===== src/sv/rpb_pkg.sv =====
package rpb_pkg;

    // Register indexes on the configuration port.
    localparam logic [2:0] REG_PIXEL_FORMAT = 3'd0;
    localparam logic [2:0] REG_BLEND_MODE   = 3'd1;
    localparam logic [2:0] REG_OPACITY      = 3'd2;
    localparam logic [2:0] REG_KEY_ENABLE   = 3'd3;
    localparam logic [2:0] REG_KEY_COLOR    = 3'd4;

    // Blend mode codes.
    localparam logic [1:0] MODE_COPY    = 2'd0;
    localparam logic [1:0] MODE_OPACITY = 2'd1;
    localparam logic [1:0] MODE_HALF    = 2'd2;

    // Reset values of the configuration registers.
    localparam logic        RST_PIXEL_FORMAT = 1'b1;
    localparam logic [1:0]  RST_BLEND_MODE   = MODE_COPY;
    localparam logic [7:0]  RST_OPACITY      = 8'd255;
    localparam logic        RST_KEY_ENABLE   = 1'b0;
    localparam logic [15:0] RST_KEY_COLOR    = 16'h0000;

    // Masks for the half blend.
    localparam logic [15:0] HALF_MASK_555 = 16'h7bde;
    localparam logic [15:0] HALF_MASK_565 = 16'hf7de;

    localparam logic [7:0] FULL_WEIGHT = 8'd255;

    typedef struct packed {
        logic        pixel_format;
        logic [1:0]  blend_mode;
        logic [7:0]  opacity;
        logic        key_enable;
        logic [15:0] key_color;
    } cfg_t;

    // Unpacked request after the first stage.
    typedef struct packed {
        logic        keyed;
        logic        use_blend;
        logic        is565;
        logic [15:0] alt_pixel;
        logic [5:0]  src_r;
        logic [5:0]  src_g;
        logic [5:0]  src_b;
        logic [5:0]  dst_r;
        logic [5:0]  dst_g;
        logic [5:0]  dst_b;
    } unp_t;

    // Blended channels ready for packing.
    typedef struct packed {
        logic        keyed;
        logic        use_blend;
        logic        is565;
        logic [15:0] alt_pixel;
        logic [5:0]  sum_r;
        logic [5:0]  sum_g;
        logic [5:0]  sum_b;
    } sum_t;

    // Exact floor(x / 255) for x up to 63 * 255.
    function automatic logic [5:0] div255(input logic [13:0] x);
        logic [14:0] t;
        begin
            t = {1'b0, x} + 15'd1 + {9'd0, x[13:8]};
            return t[13:8];
        end
    endfunction

endpackage


===== src/sv/rpb_cfg_regs.sv =====
module rpb_cfg_regs
    import rpb_pkg::*;
(
    input  logic        clk,
    input  logic        rst_n,
    input  logic        cfg_we,
    input  logic [2:0]  cfg_index,
    input  logic [15:0] cfg_wdata,
    output cfg_t        cfg
);

    cfg_t cfg_reg;
    cfg_t cfg_next;

    // Decode the write; unknown indexes leave every register alone.
    always_comb
    begin
        cfg_next = cfg_reg;
        if (cfg_we)
        begin
            case (cfg_index)
                REG_PIXEL_FORMAT: cfg_next.pixel_format = cfg_wdata[0];
                REG_BLEND_MODE:   cfg_next.blend_mode   = cfg_wdata[1:0];
                REG_OPACITY:      cfg_next.opacity      = cfg_wdata[7:0];
                REG_KEY_ENABLE:   cfg_next.key_enable   = cfg_wdata[0];
                REG_KEY_COLOR:    cfg_next.key_color    = cfg_wdata;
                default:          cfg_next = cfg_reg;
            endcase
        end
    end

    always_ff @(posedge clk or negedge rst_n)
    begin
        if (!rst_n)
        begin
            cfg_reg.pixel_format <= RST_PIXEL_FORMAT;
            cfg_reg.blend_mode   <= RST_BLEND_MODE;
            cfg_reg.opacity      <= RST_OPACITY;
            cfg_reg.key_enable   <= RST_KEY_ENABLE;
            cfg_reg.key_color    <= RST_KEY_COLOR;
        end
        else
        begin
            cfg_reg <= cfg_next;
        end
    end

    assign cfg = cfg_reg;

endmodule


===== src/sv/rpb_unpack.sv =====
module rpb_unpack
    import rpb_pkg::*;
(
    input  logic        clk,
    input  logic        rst_n,
    input  cfg_t        cfg,
    input  logic        in_valid,
    output logic        in_ready,
    input  logic [15:0] src_pixel,
    input  logic [15:0] dst_pixel,
    output logic        unp_valid,
    input  logic        unp_ready,
    output unp_t        unp
);

    logic        valid_reg;
    unp_t        unp_reg;
    unp_t        unp_next;
    logic        load;
    logic        key_hit;
    logic        is565;
    logic [15:0] half_mask;
    logic [15:0] half_pixel;

    assign in_ready = !valid_reg || unp_ready;
    assign load     = in_valid && in_ready;

    // Key test, half blend and channel split of one request.
    always_comb
    begin
        is565      = cfg.pixel_format;
        key_hit    = cfg.key_enable && (src_pixel == cfg.key_color);
        half_mask  = is565 ? HALF_MASK_565 : HALF_MASK_555;
        half_pixel = ((src_pixel & half_mask) >> 1) + ((dst_pixel & half_mask) >> 1);

        unp_next.keyed     = key_hit;
        unp_next.use_blend = !key_hit && (cfg.blend_mode == MODE_OPACITY);
        unp_next.is565     = is565;
        if (key_hit)
        begin
            unp_next.alt_pixel = dst_pixel;
        end
        else if (cfg.blend_mode == MODE_HALF)
        begin
            unp_next.alt_pixel = half_pixel;
        end
        else
        begin
            unp_next.alt_pixel = src_pixel;
        end

        if (is565)
        begin
            unp_next.src_r = {1'b0, src_pixel[15:11]};
            unp_next.src_g = src_pixel[10:5];
            unp_next.dst_r = {1'b0, dst_pixel[15:11]};
            unp_next.dst_g = dst_pixel[10:5];
        end
        else
        begin
            unp_next.src_r = {1'b0, src_pixel[14:10]};
            unp_next.src_g = {1'b0, src_pixel[9:5]};
            unp_next.dst_r = {1'b0, dst_pixel[14:10]};
            unp_next.dst_g = {1'b0, dst_pixel[9:5]};
        end
        unp_next.src_b = {1'b0, src_pixel[4:0]};
        unp_next.dst_b = {1'b0, dst_pixel[4:0]};
    end

    always_ff @(posedge clk or negedge rst_n)
    begin
        if (!rst_n)
        begin
            valid_reg <= 1'b0;
        end
        else if (in_ready)
        begin
            valid_reg <= in_valid;
        end
    end

    always_ff @(posedge clk)
    begin
        if (load)
        begin
            unp_reg <= unp_next;
        end
    end

    assign unp_valid = valid_reg;
    assign unp       = unp_reg;

endmodule


===== src/sv/rpb_scale.sv =====
module rpb_scale
    import rpb_pkg::*;
(
    input  logic       clk,
    input  logic       rst_n,
    input  logic [7:0] opacity,
    input  logic       unp_valid,
    output logic       unp_ready,
    input  unp_t       unp,
    output logic       sum_valid,
    input  logic       sum_ready,
    output sum_t       sum
);

    // Multiply stage registers.
    logic        mul_valid_reg;
    logic        mul_keyed_reg;
    logic        mul_use_blend_reg;
    logic        mul_is565_reg;
    logic [15:0] mul_alt_reg;
    logic [13:0] prod_sr_reg;
    logic [13:0] prod_sg_reg;
    logic [13:0] prod_sb_reg;
    logic [13:0] prod_dr_reg;
    logic [13:0] prod_dg_reg;
    logic [13:0] prod_db_reg;
    logic [13:0] w_src;
    logic [13:0] w_dst;
    logic        mul_ready;
    logic        mul_load;

    // Divide and sum stage registers.
    logic        sum_valid_reg;
    sum_t        sum_reg;
    sum_t        sum_next;
    logic        sum_load;

    assign w_src     = {6'd0, opacity};
    assign w_dst     = {6'd0, FULL_WEIGHT - opacity};

    assign sum_load  = mul_valid_reg && mul_ready;
    assign mul_ready = !sum_valid_reg || sum_ready;
    assign unp_ready = !mul_valid_reg || mul_ready;
    assign mul_load  = unp_valid && unp_ready;

    // Weight every channel of both pixels.
    always_ff @(posedge clk or negedge rst_n)
    begin
        if (!rst_n)
        begin
            mul_valid_reg <= 1'b0;
        end
        else if (unp_ready)
        begin
            mul_valid_reg <= unp_valid;
        end
    end

    always_ff @(posedge clk)
    begin
        if (mul_load)
        begin
            mul_keyed_reg     <= unp.keyed;
            mul_use_blend_reg <= unp.use_blend;
            mul_is565_reg     <= unp.is565;
            mul_alt_reg       <= unp.alt_pixel;
            prod_sr_reg       <= {8'd0, unp.src_r} * w_src;
            prod_sg_reg       <= {8'd0, unp.src_g} * w_src;
            prod_sb_reg       <= {8'd0, unp.src_b} * w_src;
            prod_dr_reg       <= {8'd0, unp.dst_r} * w_dst;
            prod_dg_reg       <= {8'd0, unp.dst_g} * w_dst;
            prod_db_reg       <= {8'd0, unp.dst_b} * w_dst;
        end
    end

    // Divide by 255 and add; the two weights sum to 255, so no channel overflows.
    always_comb
    begin
        sum_next.keyed     = mul_keyed_reg;
        sum_next.use_blend = mul_use_blend_reg;
        sum_next.is565     = mul_is565_reg;
        sum_next.alt_pixel = mul_alt_reg;
        sum_next.sum_r     = div255(prod_sr_reg) + div255(prod_dr_reg);
        sum_next.sum_g     = div255(prod_sg_reg) + div255(prod_dg_reg);
        sum_next.sum_b     = div255(prod_sb_reg) + div255(prod_db_reg);
    end

    always_ff @(posedge clk or negedge rst_n)
    begin
        if (!rst_n)
        begin
            sum_valid_reg <= 1'b0;
        end
        else if (mul_ready)
        begin
            sum_valid_reg <= mul_valid_reg;
        end
    end

    always_ff @(posedge clk)
    begin
        if (sum_load)
        begin
            sum_reg <= sum_next;
        end
    end

    assign sum_valid = sum_valid_reg;
    assign sum       = sum_reg;

endmodule


===== src/sv/rgb16_pixel_blend.sv =====
// Four-stage pipeline: unpack and key test, channel multiply, divide by 255
// and sum, then pack into the output register.
// Throughput is one pixel per cycle while the output is not stalled; a stall holds every full stage.
// rst_n clears all valid bits and loads the register reset values: RGB565,
// copy mode, opacity 255, color key off, key color zero.
module rgb16_pixel_blend
    import rpb_pkg::*;
(
    input  logic        clk,
    input  logic        rst_n,
    input  logic        cfg_we,
    input  logic [2:0]  cfg_index,
    input  logic [15:0] cfg_wdata,
    input  logic        in_valid,
    output logic        in_ready,
    input  logic [15:0] src_pixel,
    input  logic [15:0] dst_pixel,
    output logic        out_valid,
    input  logic        out_ready,
    output logic [15:0] out_pixel,
    output logic        keyed_out
);

    cfg_t        cfg;
    logic        unp_valid;
    logic        unp_ready;
    unp_t        unp;
    logic        sum_valid;
    logic        sum_ready;
    sum_t        sum;
    logic        out_valid_reg;
    logic [15:0] out_pixel_reg;
    logic [15:0] out_pixel_next;
    logic        keyed_reg;
    logic [15:0] blend_pixel;

    rpb_cfg_regs u_cfg
    (
        .clk       (clk),
        .rst_n     (rst_n),
        .cfg_we    (cfg_we),
        .cfg_index (cfg_index),
        .cfg_wdata (cfg_wdata),
        .cfg       (cfg)
    );

    rpb_unpack u_unpack
    (
        .clk       (clk),
        .rst_n     (rst_n),
        .cfg       (cfg),
        .in_valid  (in_valid),
        .in_ready  (in_ready),
        .src_pixel (src_pixel),
        .dst_pixel (dst_pixel),
        .unp_valid (unp_valid),
        .unp_ready (unp_ready),
        .unp       (unp)
    );

    rpb_scale u_scale
    (
        .clk       (clk),
        .rst_n     (rst_n),
        .opacity   (cfg.opacity),
        .unp_valid (unp_valid),
        .unp_ready (unp_ready),
        .unp       (unp),
        .sum_valid (sum_valid),
        .sum_ready (sum_ready),
        .sum       (sum)
    );

    assign sum_ready = !out_valid_reg || out_ready;

    // Pack the blended channels; bit 15 stays zero in RGB555.
    always_comb
    begin
        if (sum.is565)
        begin
            blend_pixel = {sum.sum_r[4:0], sum.sum_g, sum.sum_b[4:0]};
        end
        else
        begin
            blend_pixel = {1'b0, sum.sum_r[4:0], sum.sum_g[4:0], sum.sum_b[4:0]};
        end
        out_pixel_next = sum.use_blend ? blend_pixel : sum.alt_pixel;
    end

    // Output register.
    always_ff @(posedge clk or negedge rst_n)
    begin
        if (!rst_n)
        begin
            out_valid_reg <= 1'b0;
        end
        else if (sum_ready)
        begin
            out_valid_reg <= sum_valid;
        end
    end

    always_ff @(posedge clk)
    begin
        if (sum_valid && sum_ready)
        begin
            out_pixel_reg <= out_pixel_next;
            keyed_reg     <= sum.keyed;
        end
    end

    assign out_valid = out_valid_reg;
    assign out_pixel = out_pixel_reg;
    assign keyed_out = keyed_reg;

endmodule


===== config.mk =====
export PLATFORM = sky130hd
export DESIGN_NAME = rgb16_pixel_blend
export DESIGN_NICKNAME = d
export VERILOG_FILES = /design/src/sv/rpb_pkg.sv /design/src/sv/rpb_cfg_regs.sv /design/src/sv/rpb_unpack.sv /design/src/sv/rpb_scale.sv /design/src/sv/rgb16_pixel_blend.sv
export SDC_FILE = /design/constraint.sdc
export NUM_CORES = 1
export LEC_CHECK = 0
export ABC_CLOCK_PERIOD_IN_PS = 5500
export BUFFER_PORTS_ARGS = -buffer_cell sky130_fd_sc_hd__buf_2
export CORE_ASPECT_RATIO = 0.75
export CORE_MARGIN = 5
export CORE_UTILIZATION = 60
export DETAILED_ROUTE_END_ITERATION = 12
export PLACE_DENSITY = 0.88
export SETUP_SLACK_MARGIN = 0.02
export SLEW_MARGIN = 25
export SYNTH_ARGS = -nofsm -noshare
export SYNTH_HDL_FRONTEND = slang
export SYNTH_SLANG_ARGS = --single-unit

===== constraint.sdc =====
create_clock -name clk -period 5.5 [get_ports clk]
set_input_delay 1.1 -clock clk [delete_from_list [all_inputs] [get_ports clk]]
set_output_delay 1.1 -clock clk [all_outputs]
set_load 0.01 [all_outputs]

==> impl_metrics.ini <==
[status]
status = completed

[min_path]
hp-class = flop to flop
holdPathStages = 0

[pwr]
peakVddDrop_uv = 589
power_density_nw_per_um2 = 556
pwr-share-comb_pct = 53.6
sw_frac_of_total_pct = 40.9
pwr-share-clk_pct = 16.1
power_leakage_uw = 0.00897
p_switching_uw = 4570
seqPwrFrac_pct = 30.2
power.internal_uw = 6610

[timing]
period_minus_slack_ps = 4620
period_share_pct = 84.0
tns_ps = 0
setup_viol = 0
max-slew-margin-rel_pct = 29.3
fmax_mhz = 216
skew_ps = 13.3
hold_violations = 0
rsz0062_at_grt = no
worst-slew-pin-transition_ps = 1060
final_max_slew_viol_count = 0

[critical_path]
worstSetupStartpointType = flop
crit_path_frequent_cell = fa_1
reg2reg_from = u_cfg.cfg[23]
cp-endpoint = u_scale.prod_sr_reg[12]
cp-end-kind = flop
r2r_end = u_scale.prod_sr_reg[12]
cp.required_ps = 5780
rrSetupSlack_ps = 880
cpLargestDelayFamily = adder cells
max_stage_delay_ps = 990
critPathSlowestCell = dfstp_2
reg2reg_depth = 12
cp_num_cells = 12
path_class = flop to flop
path_buf_inv = 2
arrival_ps = 4900
cp_max_fo = 33
startpoint = u_cfg.cfg[23]
path_cells = and2_1 -> fa_1 -> fa_1 -> inv_1 -> fa_1 -> inv_1 -> ha_1 -> o21a_1 -> a2111oi_0 -> o21bai_1 -> a21oi_1 -> xnor2_1

[grt]
grt.total_usage_pct = 24.5
grt_pass1_wl_um = 67300
grt_pass1_vias = 12842
grt.overflow.total = 0
grt_max_degree = 63
antenna_found_initial = 0

[die]
die_w_um = 213
initial_core_util_pct = 61.0
placementRows = 55
core_um2 = 30300
die_area_um2 = 34400
die_h_um = 162
ios = 75

[clocking]
clock_path_buffers = 3
cts_made_buffers = 24
post_cts_buffers = 0
path_clk_slew_ps = 60
clk_latency_ps = 530
cts_resized = 0
clock-sinks = 236
cts_root_buf = clkbuf_16
ctsHoldBuffers = 0
cts_max_level = 1
cts_tree = done

[route]
route.detailed.drc = 0
first_pass_iters = 5
ant_nets = 0
wire_per_inst_um = 19.6
finalWirelength_um = 42100
vias = 12514
viasPerCell = 5.83
drtIter0Drc = 1151

[logic_synthesis]
ys.flop_type = edfxtp_1
synth_area_leader_cell = edfxtp_1
synth_most_common_cell = inv_1
ys_seq_area_share_pct = 37.6
synth-edff-count = 204
ys_warn_count = 0
async_flop_share_pct = 13.6
synth_area_leaders = edfxtp_1 33%, fa_1 14%, ha_1 13%
synth_commonest_cells = 218 x inv_1, 204 x edfxtp_1, 195 x ha_1
netlist_area_um2 = 18500
synth_nets = 2041
synth_top_area_share_pct = 33.2
syn_avg_cell_area_um2 = 11.1
ys_types = 58
syn-instance-count = 1661
ys_ff_latch = 236

[placement]
place_congestion = 0.916
placed_area_um2 = 19200
port_buffers = 74
dp_hpwl_um = 31500

[final_layout]
antenna_cells = 0
design_area_um2 = 20100
area_delta_synth_final_pct = 9.00
fin_util_pct = 66.4
drive_gt1_share_pct = 11.0
final_nets = 2110
fill_cells = 2101
largest_reg_flops = 51

[run]
cap_viol_max_count = 0
==> cells in the final DEF, fill, tap and decap left out, drive strengths merged, types with 8 or more instances in the layout <==
master / count
inv: 221
edfxtp: 204
ha: 195
fa: 129
nor2b: 111
and2: 109
buf: 79
nand2: 78
xnor2: 73
a21oi: 66
nor2: 59
mux2: 48
nand2b: 46
o21ai: 43
xor2: 42
clkbuf: 26
dfrtp: 23
a21o: 23
nor3: 19
nand3: 17
o21a: 16
o21bai: 13
a211oi: 12
mux2i: 11
dfstp: 9
clkinv: 9
a31oi: 8
nand4: 8
==> cell families (layout without fill, tap and decap cells) <==
group,after synthesis,count (layout),share of synthesized area [%]
adders and majority gates,324,324,27.2
muxes,59,59,3.55
buffers and inverters,254,341,5.17
DFF,236,236,37.6
AOI/OAI and AO/OA,202,202,6.79
and+or+nand+nor,471,471,14.2
xor gates and xnor gates,115,115,5.46
==> power groups by stage <==
stage	clock network, uW	logic, uW	registers, uW
global route	1900	6730	3430
finish	1800	5990	3380
floorplan	0	4530	3130
global placement	0	5500	3350
detailed placement	0	5840	3380
CTS	1830	5970	3360
==> metrics by stage <==
stage               hold WS, ps  worst slack [ps]  cells  power [uW]
CTS                         420               924   2147       11200
finish                      420               880   2147       11200
detailed placement          405               991   2103        9230
global placement            401              1080   2103        8840
global route                433               716   2147       12100
floorplan                   400              1400   1661        7660
==> how the worst min path moves through the flow <==
stage               slack, ps              end                    from
global placement          400  u_scale.sum[25]  u_scale.mul_alt_reg[7]
finish                    420  u_scale.sum[18]  u_scale.mul_alt_reg[0]
CTS                       420  u_scale.sum[18]  u_scale.mul_alt_reg[0]
detailed placement        400  u_scale.sum[18]  u_scale.mul_alt_reg[0]
floorplan                 400        keyed_out         u_scale.sum[36]
global route              430  u_scale.sum[21]  u_scale.mul_alt_reg[3]
==> metal layers <==
layer | vias up | track usage [%] | share of wire (%)
li1 | 5713 | - | -
met1 | 6221 | 34.4 | 41
met2 | 510 | 40.1 | 48
met3 | 70 | 4.50 | 8.6
met4 | 0 | 5.52 | 2.4
met5 | - | 0 | 0
==> final cells by class <==
cell class,instances,area [um^2],area share (%)
inverter,218,818,4.07
tap,399,499,2.48
clock inverter,18,233,1.16
multi-input combinational,1171,10600,52.6
timing repair buffer,79,408,2.03
sequential,236,6940,34.5
clock buffer,26,639,3.18
Power figures use the tool's default switching activity.
